===== src/hdl/bdeq_pkg.sv =====
// ---------------------------------------------------------------------------
// Bounded double-ended queue: shared package
// Operation and status codes, controller states and the result word type.
// ---------------------------------------------------------------------------
package bdeq_pkg;

  localparam int unsigned DataW = 32;
  localparam int unsigned OccW  = 5;

  // Operation codes carried by an input word.
  typedef enum logic [2:0] {
    OP_PUSH_BACK  = 3'd0,
    OP_PUSH_FRONT = 3'd1,
    OP_POP_BACK   = 3'd2,
    OP_POP_FRONT  = 3'd3,
    OP_DUMP       = 3'd4
  } op_e;

  // Status codes carried by a result word.
  typedef enum logic [1:0] {
    ST_OK    = 2'd0,
    ST_EMPTY = 2'd1,
    ST_FULL  = 2'd2
  } status_e;

  // Controller states.
  typedef enum logic [1:0] {
    S_IDLE,
    S_POP,
    S_DUMP
  } state_e;

  // One result word on its way to the output register.
  typedef struct packed {
    logic                    valid;
    logic signed [DataW-1:0] item_value;
    status_e                 status;
    logic                    last;
    logic [OccW-1:0]         occupancy;
  } res_t;

endpackage


===== src/hdl/bounded_double_ended_queue_unit.sv =====
// ---------------------------------------------------------------------------
// Bounded double-ended queue unit
// Ring-buffer deque of signed 32-bit words held in a synchronous memory.
// ---------------------------------------------------------------------------
//  Channel | Direction | Handshake               | Payload
//  --------+-----------+-------------------------+------------------------------
//  in      | input     | in_valid_i / in_stall_o | op_i, value_i
//  out     | output    | out_valid_o/ out_stall_i| item_value_o, status_o,
//          |           |                         | last_o, occupancy_o
//
// A push, or any word that meets an empty or full queue, is answered from the idle state.
// A pop reads the store and answers from S_POP, once the registered read data is back.
// A dump reads the store once per entry, pipelined, and flags its last entry on last_o.
// Reset clears the front index and count; the store needs no clearing pass.
// A stalled output holds its word and stops the unit from taking new words.
// ---------------------------------------------------------------------------
module bounded_double_ended_queue_unit #(
  parameter int unsigned DEPTH = 16
) (
  input  logic                               clk_i,
  input  logic                               rst_ni,
  input  logic                               in_valid_i,
  output logic                               in_stall_o,
  input  logic [2:0]                         op_i,
  input  logic signed [bdeq_pkg::DataW-1:0]  value_i,
  output logic                               out_valid_o,
  input  logic                               out_stall_i,
  output logic signed [bdeq_pkg::DataW-1:0]  item_value_o,
  output logic [1:0]                         status_o,
  output logic                               last_o,
  output logic [bdeq_pkg::OccW-1:0]          occupancy_o
);
  import bdeq_pkg::*;

  localparam int unsigned AW = (DEPTH > 1) ? $clog2(DEPTH) : 1;
  localparam int unsigned CW = $clog2(DEPTH + 1);

  res_t             res;
  logic             res_ready;
  logic             we;
  logic [AW-1:0]    waddr;
  logic [DataW-1:0] wdata;
  logic             re;
  logic [AW-1:0]    raddr;
  logic [DataW-1:0] rdata;

  logic                    out_valid_q;
  logic signed [DataW-1:0] item_value_q;
  status_e                 status_q;
  logic                    last_q;
  logic [OccW-1:0]         occupancy_q;

  // The output slot can take a word when empty or being drained.
  assign res_ready = !out_valid_q || !out_stall_i;

  bdeq_ctrl #(
    .DEPTH (DEPTH),
    .AW    (AW),
    .CW    (CW)
  ) u_ctrl (
    .clk_i       (clk_i),
    .rst_ni      (rst_ni),
    .in_valid_i  (in_valid_i),
    .in_stall_o  (in_stall_o),
    .op_i        (op_i),
    .value_i     (value_i),
    .res_ready_i (res_ready),
    .res_o       (res),
    .we_o        (we),
    .waddr_o     (waddr),
    .wdata_o     (wdata),
    .re_o        (re),
    .raddr_o     (raddr),
    .rdata_i     (rdata)
  );

  bdeq_ram #(
    .DEPTH (DEPTH),
    .AW    (AW),
    .DW    (DataW)
  ) u_ram (
    .clk_i   (clk_i),
    .we_i    (we),
    .waddr_i (waddr),
    .wdata_i (wdata),
    .re_i    (re),
    .raddr_i (raddr),
    .rdata_o (rdata)
  );

  // Output register: valid flag.
  always_ff @(posedge clk_i or negedge rst_ni) begin
    if (!rst_ni) begin
      out_valid_q <= 1'b0;
    end else if (res.valid) begin
      out_valid_q <= 1'b1;
    end else if (!out_stall_i) begin
      out_valid_q <= 1'b0;
    end
  end

  // Output register: payload, loaded only when a new word arrives.
  always_ff @(posedge clk_i) begin
    if (res.valid) begin
      item_value_q <= res.item_value;
      status_q     <= res.status;
      last_q       <= res.last;
      occupancy_q  <= res.occupancy;
    end
  end

  assign out_valid_o  = out_valid_q;
  assign item_value_o = item_value_q;
  assign status_o     = status_q;
  assign last_o       = last_q;
  assign occupancy_o  = occupancy_q;

endmodule


===== src/hdl/bdeq_ram.sv =====
// ---------------------------------------------------------------------------
// Bounded double-ended queue: entry store
// Simple dual-port synchronous memory with one write and one registered read.
// ---------------------------------------------------------------------------
module bdeq_ram #(
  parameter int unsigned DEPTH = 16,
  parameter int unsigned AW    = 4,
  parameter int unsigned DW    = 32
) (
  input  logic          clk_i,
  input  logic          we_i,
  input  logic [AW-1:0] waddr_i,
  input  logic [DW-1:0] wdata_i,
  input  logic          re_i,
  input  logic [AW-1:0] raddr_i,
  output logic [DW-1:0] rdata_o
);

  logic [DW-1:0] mem [DEPTH];
  logic [DW-1:0] rdata_q;

  // Write port.
  always_ff @(posedge clk_i) begin
    if (we_i) begin
      mem[waddr_i] <= wdata_i;
    end
  end

  // Read port; data is registered and appears in the cycle after the address.
  always_ff @(posedge clk_i) begin
    if (re_i) begin
      rdata_q <= mem[raddr_i];
    end
  end

  assign rdata_o = rdata_q;

endmodule


===== src/hdl/bdeq_ctrl.sv =====
// ---------------------------------------------------------------------------
// Bounded double-ended queue: controller
// Keeps the front index and entry count, drives the store and builds results.
// ---------------------------------------------------------------------------
module bdeq_ctrl #(
  parameter int unsigned DEPTH = 16,
  parameter int unsigned AW    = 4,
  parameter int unsigned CW    = 5
) (
  input  logic                           clk_i,
  input  logic                           rst_ni,
  input  logic                           in_valid_i,
  output logic                           in_stall_o,
  input  logic [2:0]                     op_i,
  input  logic signed [bdeq_pkg::DataW-1:0] value_i,
  input  logic                           res_ready_i,
  output bdeq_pkg::res_t                 res_o,
  output logic                           we_o,
  output logic [AW-1:0]                  waddr_o,
  output logic [bdeq_pkg::DataW-1:0]     wdata_o,
  output logic                           re_o,
  output logic [AW-1:0]                  raddr_o,
  input  logic [bdeq_pkg::DataW-1:0]     rdata_i
);
  import bdeq_pkg::*;

  state_e        state_q, state_d;
  logic [AW-1:0] front_q, front_d;
  logic [CW-1:0] count_q, count_d;
  logic [AW-1:0] ptr_q, ptr_d;
  logic [CW-1:0] idx_q, idx_d;

  logic          accept;
  logic          full;
  logic          empty;
  logic          dump_last;
  logic [CW:0]   back_sum;
  logic [CW:0]   tail_sum;
  logic [AW-1:0] back_pos;
  logic [AW-1:0] tail_pos;
  logic [AW-1:0] front_dec;
  logic [AW-1:0] front_inc;
  logic [AW-1:0] ptr_inc;

  // Occupancy is the entry count cut to the width of the result field.
  function automatic logic [OccW-1:0] occ_of(input logic [CW-1:0] cnt);
    logic [CW+OccW-1:0] ext;
    ext = {{OccW{1'b0}}, cnt};
    return ext[OccW-1:0];
  endfunction

  // Step a ring position forward by one.
  function automatic logic [AW-1:0] ring_inc(input logic [AW-1:0] p);
    return (p == AW'(DEPTH - 1)) ? '0 : p + 1'b1;
  endfunction

  assign accept = in_valid_i && !in_stall_o;
  assign full   = (count_q == CW'(DEPTH));
  assign empty  = (count_q == '0);

  // Ring positions: one past the back for a back push, the back entry for a back pop.
  assign tail_sum  = (CW+1)'(front_q) + (CW+1)'(count_q);
  assign back_sum  = tail_sum - (CW+1)'(1);
  assign tail_pos  = (tail_sum >= (CW+1)'(DEPTH)) ?
                     AW'(tail_sum - (CW+1)'(DEPTH)) : AW'(tail_sum);
  assign back_pos  = (back_sum >= (CW+1)'(DEPTH)) ?
                     AW'(back_sum - (CW+1)'(DEPTH)) : AW'(back_sum);
  assign front_dec = (front_q == '0) ? AW'(DEPTH - 1) : front_q - 1'b1;
  assign front_inc = ring_inc(front_q);
  assign ptr_inc   = ring_inc(ptr_q);
  assign dump_last = ((idx_q + CW'(1)) == count_q);

  // A new word is taken only while idle and the output slot can take a result.
  assign in_stall_o = !((state_q == S_IDLE) && res_ready_i);

  // Next state.
  always_comb begin
    state_d = state_q;
    unique case (state_q)
      S_IDLE: begin
        if (accept) begin
          if ((op_i == OP_POP_BACK || op_i == OP_POP_FRONT) && !empty) begin
            state_d = S_POP;
          end else if (op_i == OP_DUMP && !empty) begin
            state_d = S_DUMP;
          end
        end
      end
      S_POP: begin
        if (res_ready_i) begin
          state_d = S_IDLE;
        end
      end
      S_DUMP: begin
        if (res_ready_i && dump_last) begin
          state_d = S_IDLE;
        end
      end
      default: state_d = S_IDLE;
    endcase
  end

  // Queue bookkeeping: front index, count and the dump walk.
  always_comb begin
    front_d = front_q;
    count_d = count_q;
    ptr_d   = ptr_q;
    idx_d   = idx_q;
    if (state_q == S_IDLE && accept) begin
      unique case (op_i)
        OP_PUSH_BACK: begin
          if (!full) count_d = count_q + CW'(1);
        end
        OP_PUSH_FRONT: begin
          if (!full) begin
            front_d = front_dec;
            count_d = count_q + CW'(1);
          end
        end
        OP_POP_BACK: begin
          if (!empty) count_d = count_q - CW'(1);
        end
        OP_POP_FRONT: begin
          if (!empty) begin
            front_d = front_inc;
            count_d = count_q - CW'(1);
          end
        end
        OP_DUMP: begin
          ptr_d = front_q;
          idx_d = '0;
        end
        default: ;
      endcase
    end else if (state_q == S_DUMP && res_ready_i) begin
      ptr_d = ptr_inc;
      idx_d = idx_q + CW'(1);
    end
  end

  // Outputs: store accesses and the result word.
  always_comb begin
    res_o            = '0;
    res_o.status     = ST_OK;
    res_o.occupancy  = occ_of(count_q);
    we_o             = 1'b0;
    waddr_o          = tail_pos;
    wdata_o          = value_i;
    re_o             = 1'b0;
    raddr_o          = front_q;
    unique case (state_q)
      S_IDLE: begin
        if (accept) begin
          unique case (op_i)
            OP_PUSH_BACK, OP_PUSH_FRONT: begin
              res_o.valid = 1'b1;
              res_o.last  = 1'b1;
              if (full) begin
                res_o.status = ST_FULL;
              end else begin
                we_o            = 1'b1;
                waddr_o         = (op_i == OP_PUSH_BACK) ? tail_pos : front_dec;
                res_o.occupancy = occ_of(count_q + CW'(1));
              end
            end
            OP_POP_BACK, OP_POP_FRONT: begin
              if (empty) begin
                res_o.valid  = 1'b1;
                res_o.last   = 1'b1;
                res_o.status = ST_EMPTY;
              end else begin
                re_o    = 1'b1;
                raddr_o = (op_i == OP_POP_BACK) ? back_pos : front_q;
              end
            end
            OP_DUMP: begin
              if (empty) begin
                res_o.valid  = 1'b1;
                res_o.last   = 1'b1;
                res_o.status = ST_EMPTY;
              end else begin
                re_o    = 1'b1;
                raddr_o = front_q;
              end
            end
            default: ;
          endcase
        end
      end
      S_POP: begin
        // Count was already lowered when the pop was taken.
        if (res_ready_i) begin
          res_o.valid      = 1'b1;
          res_o.last       = 1'b1;
          res_o.item_value = rdata_i;
        end
      end
      S_DUMP: begin
        // Emit the entry just read and fetch the next one unless it is the last.
        if (res_ready_i) begin
          res_o.valid      = 1'b1;
          res_o.last       = dump_last;
          res_o.item_value = rdata_i;
          if (!dump_last) begin
            re_o    = 1'b1;
            raddr_o = ptr_inc;
          end
        end
      end
      default: ;
    endcase
  end

  // Control registers.
  always_ff @(posedge clk_i or negedge rst_ni) begin
    if (!rst_ni) begin
      state_q <= S_IDLE;
      front_q <= '0;
      count_q <= '0;
      ptr_q   <= '0;
      idx_q   <= '0;
    end else begin
      state_q <= state_d;
      front_q <= front_d;
      count_q <= count_d;
      ptr_q   <= ptr_d;
      idx_q   <= idx_d;
    end
  end

endmodule

===== config.mk =====
export PLATFORM = sky130hd
export DESIGN_NAME = bounded_double_ended_queue_unit
export DESIGN_NICKNAME = d
export VERILOG_FILES = /design/src/hdl/bdeq_pkg.sv /design/src/hdl/bounded_double_ended_queue_unit.sv /design/src/hdl/bdeq_ram.sv /design/src/hdl/bdeq_ctrl.sv
export SDC_FILE = /design/constraint.sdc
export NUM_CORES = 1
export LEC_CHECK = 0
export ABC_AREA = 1
export BUFFER_PORTS_ARGS = -buffer_cell sky130_fd_sc_hd__buf_4
export CELL_PAD_IN_SITES_DETAIL_PLACEMENT = 1
export CELL_PAD_IN_SITES_GLOBAL_PLACEMENT = 2
export CORE_MARGIN = 10
export CORE_UTILIZATION = 45
export DETAILED_ROUTE_END_ITERATION = 10
export PLACE_DENSITY = 0.87
export REMOVE_ABC_BUFFERS = 1
export SYNTH_ARGS = -nofsm -noshare
export SYNTH_HDL_FRONTEND = slang
export SYNTH_SLANG_ARGS = --single-unit

===== constraint.sdc =====
create_clock -name clk_i -period 5.95 [get_ports clk_i]
set_clock_uncertainty 0.05 [all_clocks]
set_input_delay 0.8925 -clock clk_i [delete_from_list [all_inputs] [get_ports clk_i]]
set_output_delay 0.8925 -clock clk_i [all_outputs]
set_load 0.005 [all_outputs]

[After elaboration in Yosys (flattened, before gate mapping)]
Memory sizes are Yosys's and may differ from the RTL's. A register that Yosys moved wholly into a read port is not among the register bits.
Index checks and enable logic that the tools add are counted.
Widths: inputs -> output; s select.
Cells by class
  add/subtract/negate cells: 10
  reduce and logical (&&, ||, !) cells: 30
  order comparisons: 2
  divide/modulo/power cells: 0
  multiplexer cells: 63
  bitwise logic cells: 0
  multiply operators: 0
  equality and inequality tests: 19
  shift operators: 0
Operator list (count)
  $mux 4: 21
  $mux 5: 7
  $mux 33: 1
  $mux 1: 17
  $pmux 4 s2: 2
  $mux 2: 7
  $ge 6x5->1 const B: 2
  $sub 4x1->4 const B: 3
  $add 5x1->5 const B: 2
  $ne 2x1->1 const B: 5
  $pmux 5 s2: 1
  $add 4x1->4 const B: 2
  $eq 4x4->1 const B: 2
  $reduce_and 4->1: 2
  $logic_and 1x1->1: 7
  $add 4x5->6: 1
  $eq 3x2->1 const B: 2
  $mux 6: 1
  $ne 2x2->1 const B: 3
  $pmux 1 s2: 3
  $pmux 2 s3: 1
  $pmux 3 s2: 1
  $reduce_and 2->1: 3
  $reduce_bool 2->1: 3
  19 further kinds: 25
Storage, ports and cells
  output and inout bits: 42
  memories kept: 1
  input port bits: 39
  bits in read-only memories: 0
  bits in latches: 0
  bits in writable memories: 512
  bits in registers: 61
  word-level logic and storage cells: 135
Memory list
  u_ram.mem: words 16, width 32, read ports 1, clocked after memory_dff 1, write ports 1, line bdeq_ram.sv:19  | logic [DW-1:0] mem [DEPTH];

[Depth between registers and ports, before layout]
Gate-level depths: netlist of run 1.
  depth in word-level cells: 9
  mapped depth: 22
  depth with buffers taken out: 20

[By module]
From an unflattened synthesis of run 1, not the netlist that was laid out.
Unflattened totals
  cell total of the unflattened synthesis: 2565
  area total of the unflattened synthesis: 26834.5 µm²
By module, submodules not included
  bdeq_ram: seq. area each 16335.7 µm², instances 1, area an instance 23050.9 µm², cells each 2120
  bdeq_ctrl: seq. area each 500.5 µm², instances 1, area an instance 2541.2 µm², cells each 401
  bounded_double_ended_queue_unit: seq. area each 1226.2 µm², instances 1, area an instance 1242.4 µm², cells each 44

[Least setup slack after synthesis of run 1]
OpenSTA, ideal clock, no wires.
  path kind: in2reg
  start: input out_stall_i
  end: memory u_ram.mem[9][0] (enable)
  setup slack: 1800 ps
  arrival time: 3679 ps
  stages on the path: 14
  required time: 5479 ps
  path buffers: 1
  setup time: 421 ps
  cells stage by stage: nand2_4 -> nand2_2 -> nor2_4 -> buf_6 -> inv_2 -> nor2_1 -> nand2_1 -> inv_2 -> nand2_2 -> nor2_2 -> inv_2 -> o21ai_1 -> nand3_1 -> nor2_1
Between the ends
  longest elaborated chain between the ends: 8
  elaborated cells on any way between the ends: 10
  those cells by class: mux: 6; reduce/logical: 4
Ends and longest elaborated chain
  start, declared: line bounded_double_ended_queue_unit.sv:27  | input logic out_stall_i,
  $logic_not 1->1 (*)
  $logic_or 1x1->1 (*): line bounded_double_ended_queue_unit.sv:54  | assign res_ready = !out_valid_q || !out_stall_i;
  $logic_and 1x1->1 (*): line bdeq_ctrl.sv:74  | assign in_stall_o = !((state_q == S_IDLE) && res_ready_i);
  $logic_and 1x1->1 (*): line bdeq_ctrl.sv:57  | assign accept = in_valid_i && !in_stall_o;
  $mux 1: line bdeq_ctrl.sv:153  | if (accept) begin
  $mux 1: line bdeq_ctrl.sv:151  | unique case (state_q)
  $mux 1: line bdeq_ram.sv:24  | if (we_i) begin
  $mux 1 (implied by the code): line bdeq_ram.sv:25  | mem[waddr_i] <= wdata_i;
  end, declared: line bdeq_ram.sv:19
Every way passes the cells marked *; elsewhere a longest branch is shown, timed or not.

[Final worst setup path of run 1]
  start: register u_ctrl.state_q[0]
  end: memory u_ram.mem[5][12] (enable)
Between the ends
  longest elaborated chain between the ends: 7
  elaborated cells on any way between the ends: 9
  those cells by class: mux: 6; reduce/logical: 3
Ends and longest elaborated chain
  start, declared: line bdeq_ctrl.sv:27  | state_e state_q, state_d;
  start signal, assigned: line bdeq_ctrl.sv:223  | state_q <= state_d;
  $logic_not 2->1 (*): line bdeq_ctrl.sv:74, bdeq_ctrl.sv:151
  $logic_and 1x1->1: line bdeq_ctrl.sv:74
  $logic_and 1x1->1: line bdeq_ctrl.sv:57
  $mux 1: line bdeq_ctrl.sv:153
  $mux 1: line bdeq_ctrl.sv:151
  $mux 1: line bdeq_ram.sv:24
  $mux 1 (implied by the code): line bdeq_ram.sv:25
Marks and branches as above.

==> metrics.md, run 1 <==
| Metric | Value |
|---|---|
| Placer Congestion | 0.8227 |
| Fin area | ~30000 sq um |
| Worst Reg2Reg Path Length in Cells | 14 |
| Initial drt markers | 1641 |
| Root Buffer | clkbuf_16 |
| Total CTS buffers | 68 |
| Fin Hold WS | around 0.15 ns |
| EDFF count, synth | between 500 and 600 |
| Worst EP required | roughly 6.1 ns |
| Max-slew headroom | between 10% and 20% |
| Port Buffer Count | 80 |
| # resized after CTS | 0 |
| Number of synthesized register bits | 605 |
| Via Count | ~19000 |
| Place WS | about 1.4 ns |
| Largest vdd supply drop | a little over 0.7 mV |
| Nets | about 2600 |
| Hold-fix buffers at CTS | 0 |
| Total Wirelength | between 70000 and 80000 um |
| Worst-Margin Slew | 1.278 ns |
| Worst setup margin | around 1.8 ns |
| Die X-Extent | roughly 260 um |
| Post-synthesis cell type count | 40 |
| Max Fanout on Critical Path | 32 |
| Number of inserted diodes | 0 |
| Final core utilization | about half |
| Pins Over Slew Limit | 0 |
| Yosys warns | 0 |
| CTS tree | yes |
| Core outline area | 59130 sq um |
| Fillers | around 6300 |
| Asr flop ratio synth | approximately 3.5% |
| Largest net degree at the start of global routing | between 150 and 200 |
| Post CTS Setup Buffer Count | 0 |
| Worst hold-check path type | input pin to async pin |
| Antenna violations before repair | 0 |
| Area growth syn-to-layout | 13.46% |
| Routed len/inst | ~23 um |
| Status | finished clean |
| Latest clock arrival within the worst-skew pair | ~0.61 ns |
| Die area | approximately 70000 sq um |
| Sink Count | just over 600 |
| Setup CP Type | flip-flop to flip-flop |
| H-tree Lvls | 3 |
| Mean Syn Cell Area | 10.76 sq um |
| Mapped Cells | ~2500 |
| Synth Cell Area | roughly 27000 sq um |
| Crit path capture type | flip-flop |
| P_leak | roughly 12 nW |
| Period utilization | between 70% and 80% |
| First-pass GRT wire length | between 100000 and 150000 um |
| P per Cell Area | 628.8 nW/um^2 |
| Total gr overflow | 0 |
| Number of global-route vias before repair | ~20000 |
| Layout cell share with drive strength beyond 1 | approximately a tenth |
| Worst Setup SP | u_ctrl.state_q[0] |
| Io pins | 81 |
| Global-route usage over all layers | 22.09% |
| Row count | 89 |
| Clock transition at the registers of the reported paths | 0.06 ns |
| Seq/Total Area, Yosys | 67.20% |
| DIE HEIGHT | 264.4 um |
| DRC | 0 |
| DRT Pass-1 Iters | 5 |
| Worst reg2reg path startpoint | u_ctrl.state_q[0] |
| Fin. Hold Viols | 0 |
| DP HPWL | 41740 um |
| DRT antenna net count | 0 |
| Max_cap viols | 0 |
| Min Tclk post-route | 4.187 ns |
| RSZ-0062 raised after global routing | no |
| Placed Area | between 20000 and 30000 sq um |
| Synth Flop Type | edfxtp_1 |
| Crit path DAT | ~4.3 ns |
| Fmax achieved | between 200 and 250 MHz |
| Initial Utilization | 45.46% |
| Final setup vio count | 0 |
| Maximum clock path buffer count | 3 |
| CP startpoint kind | flip-flop |
| Via density | between 5 and 6 |
-- cells in the final DEF (no fill, tap or decap), types with 11 or more instances in the layout --
cell type	count
nand2_1	493
clkinv_1	11
nor2_4	20
o21ai_0	37
clkbuf_16	71
ha_1	16
buf_12	16
inv_1	390
nand3b_1	59
dfrtp_1	21
xor2_1	13
nand3_1	608
clkbuf_1	17
nor2_1	46
buf_4	93
edfxtp_1	584
-- worst max-delay path, cell delays in order, from the launching register on --
cell	delay [ns]
dfrtp_1	0.41
inv_1	0.09
ha_1	0.31
nand2_2	0.12
nor2_4	0.29
inv_2	0.11
nor2_1	0.13
nand2_1	0.13
inv_2	0.13
nand2_2	0.10
nor2_2	0.17
inv_2	0.09
o21ai_1	0.23
nand3_1	0.37
nor2_4	1.08
-- kinds of logic after synthesis --
group / count (synthesis) / share of synthesized area, %
DFF: 605 / 67.20
xor gates and xnor gates: 15 / 0.4888
adders and majority gates: 17 / 0.8193
buffers and inverters: 540 / 8.463
and+or+nand+nor: 1253 / 21.59
AOI/OAI and AO/OA: 68 / 1.443
-- state kept, by name, indices dropped and copies added, names as in the netlist, 2 cells and up --
name	flops
item_value_o	32
occupancy_o	5
status_o	2
u_ctrl.idx_q	5
u_ram.rdata_o	32
u_ram.mem	512
u_ctrl.state_q	2
u_ctrl.count_q	5
u_ctrl.front_q	4
u_ctrl.ptr_q	4
-- worst paths after layout --
kind | end | slack [ns]
max | u_ram.mem[5][12] | 1.76
min | out_valid_o | 0.15
max reg2reg | u_ram.mem[5][12] | 1.76
min reg2reg | u_ctrl.state_q[1] | 0.49
max in group asynchronous | u_ctrl.idx_q[4] | 5.44
min in group clk_i | u_ctrl.state_q[1] | 0.49
-- through the flow --
step	TNS, ns	power (W)	instances
2_1_floorplan	-77.98	0.01153	2359
3_3_place_gp	0	0.01473	3241
4_1_cts	0	0.01931	3361
3_5_place_dp	0	0.01504	3241
5_1_grt	0	0.02044	3361
6_report	0	0.01918	3361
-- routing by layer --
metal / track usage, % / vias up / share of wire, %
met2: 38.64 / 509 / 50
met3: 3.305 / 152 / 5.1
met1: 27.52 / 9606 / 42
li1: - / 8490 / -
met4: 7.812 / 0 / 3.0
met5: 0 / - / 0
-- synth_stat cells, types with 3 or more instances --
cell      count  share of area (%)
ha_1         16               0.74
buf_2        72                1.3
nand2_2       5               0.12
nor3_1        6               0.11
edfxtp_1    584                 65
inv_2         8               0.11
nand3b_1     59                1.6
buf_6        13               0.54
nand2_1     495                6.9
buf_4        16               0.45
nor2_4        4               0.17
a22oi_1       3              0.084
nor2_1       62               0.87
clkbuf_1     36               0.50
nand2_4       4               0.17
nand3_1     608                 11
a21oi_1       7               0.13
xor2_1       13               0.42
nand4_1       4              0.093
o21ai_0      39               0.73
o21ai_1       4              0.074
dfrtp_1      21                2.0
inv_1       392                5.5
nor2_2        3              0.070
-- cell type report --
cell class / count / area (sq um) / share of cell area (%)
clock inverters: 32 / 367.9 / 1.206
repair buffers: 109 / 1018 / 3.340
well taps: 773 / 967.2 / 3.172
clock buffers: 88 / 1841 / 6.035
flip-flops and latches: 605 / 18060 / 59.23
multi-input cells: 1353 / 6734 / 22.08
inverters: 401 / 1505 / 4.936
-- report_power, final --
part	internal, W	switching [W]	leakage (nW)
sequential	0.00540	0.000244	5.56
clock	0.00249	0.00170	1.07
combinational	0.00261	0.00672	5.84
total	0.0105	0.00867	12.5
(Power assumes the default switching activity.)
==> inputs of run 2 (changes only) <==
Settings changed: ABC_AREA 1 to 0, CORE_UTILIZATION 45 to 42, PLACE_DENSITY 0.87 to 0.78.
Clock period 5.95 ns to 3.8 ns, I/O delays scaled along.
==> run 2 against run 1 <==
- via count is 29% lower
- maximum frequency is 14% higher
- largest cell class unchanged
- total power is 31% higher
- worst setup slack worse by 1.7 ns
- synthesized cell count is 43% lower
- die area is 3.7% lower
- register-to-register slack worse by 1.7 ns
- hold slack better by 0.017 ns
- non-clock buffer count is 67 higher
- sequential share of layout area is 4.1 points higher
- utilization is 1.2 points lower
- clock power is 39% higher
==> metrics.md, run 2 <==
| Metric | Value |
|---|---|
| Global-route usage over all layers | 18.59% |
| Asr flop ratio synth | 3.471% |
| Final setup vio count | 0 |
| Synth Cell Area | around 24000 sq um |
| Routed len/inst | about 27 um |
| Adder-cell share of the synthesized area | less than 1% |
| Die area | 67330 sq um |
| Port Buffer Count | 80 |
| Latest clock arrival within the worst-skew pair | roughly 0.64 ns |
| Synth top cells by count | 584 x edfxtp_1, 250 x mux2i_1, 122 x o22ai_1, 43 x nand2_1, 42 x nor2_1 |
| DRT Pass-1 Iters | 5 |
| Placer Congestion | around 0.8 |
| Total gr overflow | 0 |
| Fin. Hold Viols | 0 |
| Sink Count | just over 600 |
| Total CTS buffers | between 60 and 70 |
| Setup tns final | 0 ns |
| Largest family of logic cells by synthesized area | multiplexers |
| Crit path capture type | flip-flop |
| Status | finished clean |
| Via Count | approximately 13000 |
| Worst-Margin Slew | approximately 0.92 ns |
| Setup CP Type | flip-flop to flip-flop |
| Yosys warns | 0 |
| Via density | 5.615 |
| Synth top area share | around 73% |
| Placed Area | 26440 sq um |
| Io pins | just over 80 |
| Layout cell share with drive strength beyond 1 | a little under a fifth |
| H-tree Lvls | 2 |
| P per Cell Area | roughly 900 nW/um^2 |
| Worst hold-check path type | input pin to flip-flop |
| Core outline area | 56600 sq um |
| Most flop-heavy register | u_ram.mem |
| Max_cap viols | 0 |
| Largest net degree at the start of global routing | 43 |
| Largest vdd supply drop | just under 0.5 mV |
| Top cells by area, synth | edfxtp_1 73%, mux2i_1 10%, o22ai_1 3.2%, dfrtp_1 2.2%, or4_1 0.97% |
| Area growth syn-to-layout | 18.46% |
| CP startpoint kind | flip-flop |
| Clock transition at the registers of the reported paths | 0.06 ns |
| Worst EP required | 4.10 ns |
| Number of global-route vias before repair | between 10000 and 15000 |
| Max Fanout on Critical Path | 16 |
| CTS tree | yes |
| DRT antenna net count | 0 |
| Crit path DAT | ~4 ns |
| Root Buffer | clkbuf_16 |
| Post-synthesis simple-gate area fraction | around 4.3% |
| Number of synthesized register bits | 605 |
| Most common cell in the synthesized netlist | edfxtp_1 |
| Max-slew headroom | between 30% and 40% |
| DP HPWL | around 37000 um |
| Die X-Extent | approximately 260 um |
| EDFF count, synth | ~600 |
| Post-synthesis cell type count | 60 |
| Synth Flop Type | edfxtp_1 |
| Post-Synth XOR/XNOR Area | less than 1% |
| Initial drt markers | 1073 |
| Period utilization | approximately 97% |
| DIE HEIGHT | approximately 260 um |
| Complex-gate fraction of the synthesized area | 6.119% |
| Number of flip-flops in the largest register | 512 |
| Mean Syn Cell Area | ~17 sq um |
| Antenna violations before repair | 1 |
| Commonest non-fill, non-tap cell in the layout | edfxtp_1 |
| Initial Utilization | between 40 and 50% |
| Fin area | roughly 29000 sq um |
| Fmax achieved | ~270 MHz |
| Mux contribution to synthesized area | a little over a tenth |
| Nets | ~1600 |
| Maximum clock path buffer count | 3 |
| P_leak | about 10 nW |
| Fin Hold WS | ~0.17 ns |
| First-pass GRT wire length | between 90000 and 100000 um |
| Post-synth top area cell | edfxtp_1 |
| Total Wirelength | 63310 um |
| Most frequent cells in the layout | 584 x edfxtp_1, 250 x mux2i_1, 142 x buf_4 |
| Min Tclk post-route | ~3.7 ns |
| DRC | 0 |
| Seq/Total Area, Yosys | between 70% and 80% |
| Pins Over Slew Limit | 0 |
| Row count | between 80 and 90 |
| Mapped Cells | around 1400 |
## run 2: worst max-delay path: stages, from the launching register on
cell and delay [ns]:
dfrtp_1 0.40, ha_1 0.23, fa_1 0.53, inv_1 0.08, ha_1 0.29, or3_1 0.39
a31o_2 0.26, o21a_2 0.17, nand3_2 0.15, buf_12 0.19, o22ai_1 0.12, or4_1 0.53
## run 2: metrics by stage
stage / util [%] / cells / setup slack, ns / power (W)
after CTS: 50.26 / 2379 / 0.04916 / 0.02513
after floorplan: - / 1341 / -7.413 / 0.01306
final: 50.41 / 2387 / 0.1119 / 0.02505
after detailed placement: 46.70 / 2264 / 0.05120 / 0.01910
after global routing: 50.40 / 2386 / -0.007234 / 0.02628
after global placement: 46.70 / 2264 / 0.1202 / 0.01885
## run 2: routing by layer
metal / global-route usage (%) / up-vias / routed length [um]
met5: 0 / - / 0
met3: 2.877 / 80 / 3076
met1: 24.26 / 7007 / 27280
met4: 4.970 / 0 / 1318
met2: 31.83 / 337 / 31640
li1: - / 5978 / -
## run 2: timing repair
| action | in CTS | in global routing |
|---|---|---|
| cloned | 1 | 0 |
| setup buffers | 0 | 7 |
| resized for setup | 2 | 9 |
| pin swaps | 1 | 0 |
| endpoints found under the hold margin | 21 | 0 |
| endpoints found under the setup margin | 2 | 23 |
| hold buffers | 1 | 0 |
## run 2: power by group
part	internal, W	switching [W]
clock network	0.00333	0.00251
logic	0.00459	0.00593
registers	0.00839	0.000303
## run 2: worst paths after layout
path | depth (start not counted) | start | end | slack (ns)
max | 11 | u_ctrl.count_q[0] | u_ram.rdata_o[3] | 0.11
min | 1 | value_i[0] | u_ram.mem[12][0] | 0.17
max reg2reg | 11 | u_ctrl.count_q[0] | u_ram.rdata_o[3] | 0.11
min reg2reg | 1 | u_ctrl.idx_q[0] | u_ctrl.idx_q[0] | 0.49
max in group asynchronous | 2 | rst_ni | u_ctrl.idx_q[0] | 3.11
min in group asynchronous | 2 | rst_ni | u_ctrl.ptr_q[0] | 0.33
## run 2: layout make-up
type	count	area [sq um]
sequential	605	18060
clock buffer	77	1608
tap	756	945.9
multi-input combinational	718	5743
clock inverter	36	346.6
fill	5365	28070
timing repair buffer	176	1755
inverter	18	67.56
antenna	1	2.502
## run 2: cell families (layout without fill, tap and decap cells)
| group | count (synthesis) | count (layout) |
|---|---|---|
| xor gates and xnor gates | 22 | 22 |
| muxes | 258 | 258 |
| and+or+nand+nor | 193 | 193 |
| AOI/OAI and AO/OA | 228 | 228 |
| adders and majority gates | 17 | 17 |
| other | 0 | 1 |
| DFF | 605 | 605 |
| buffers and inverters | 95 | 307 |
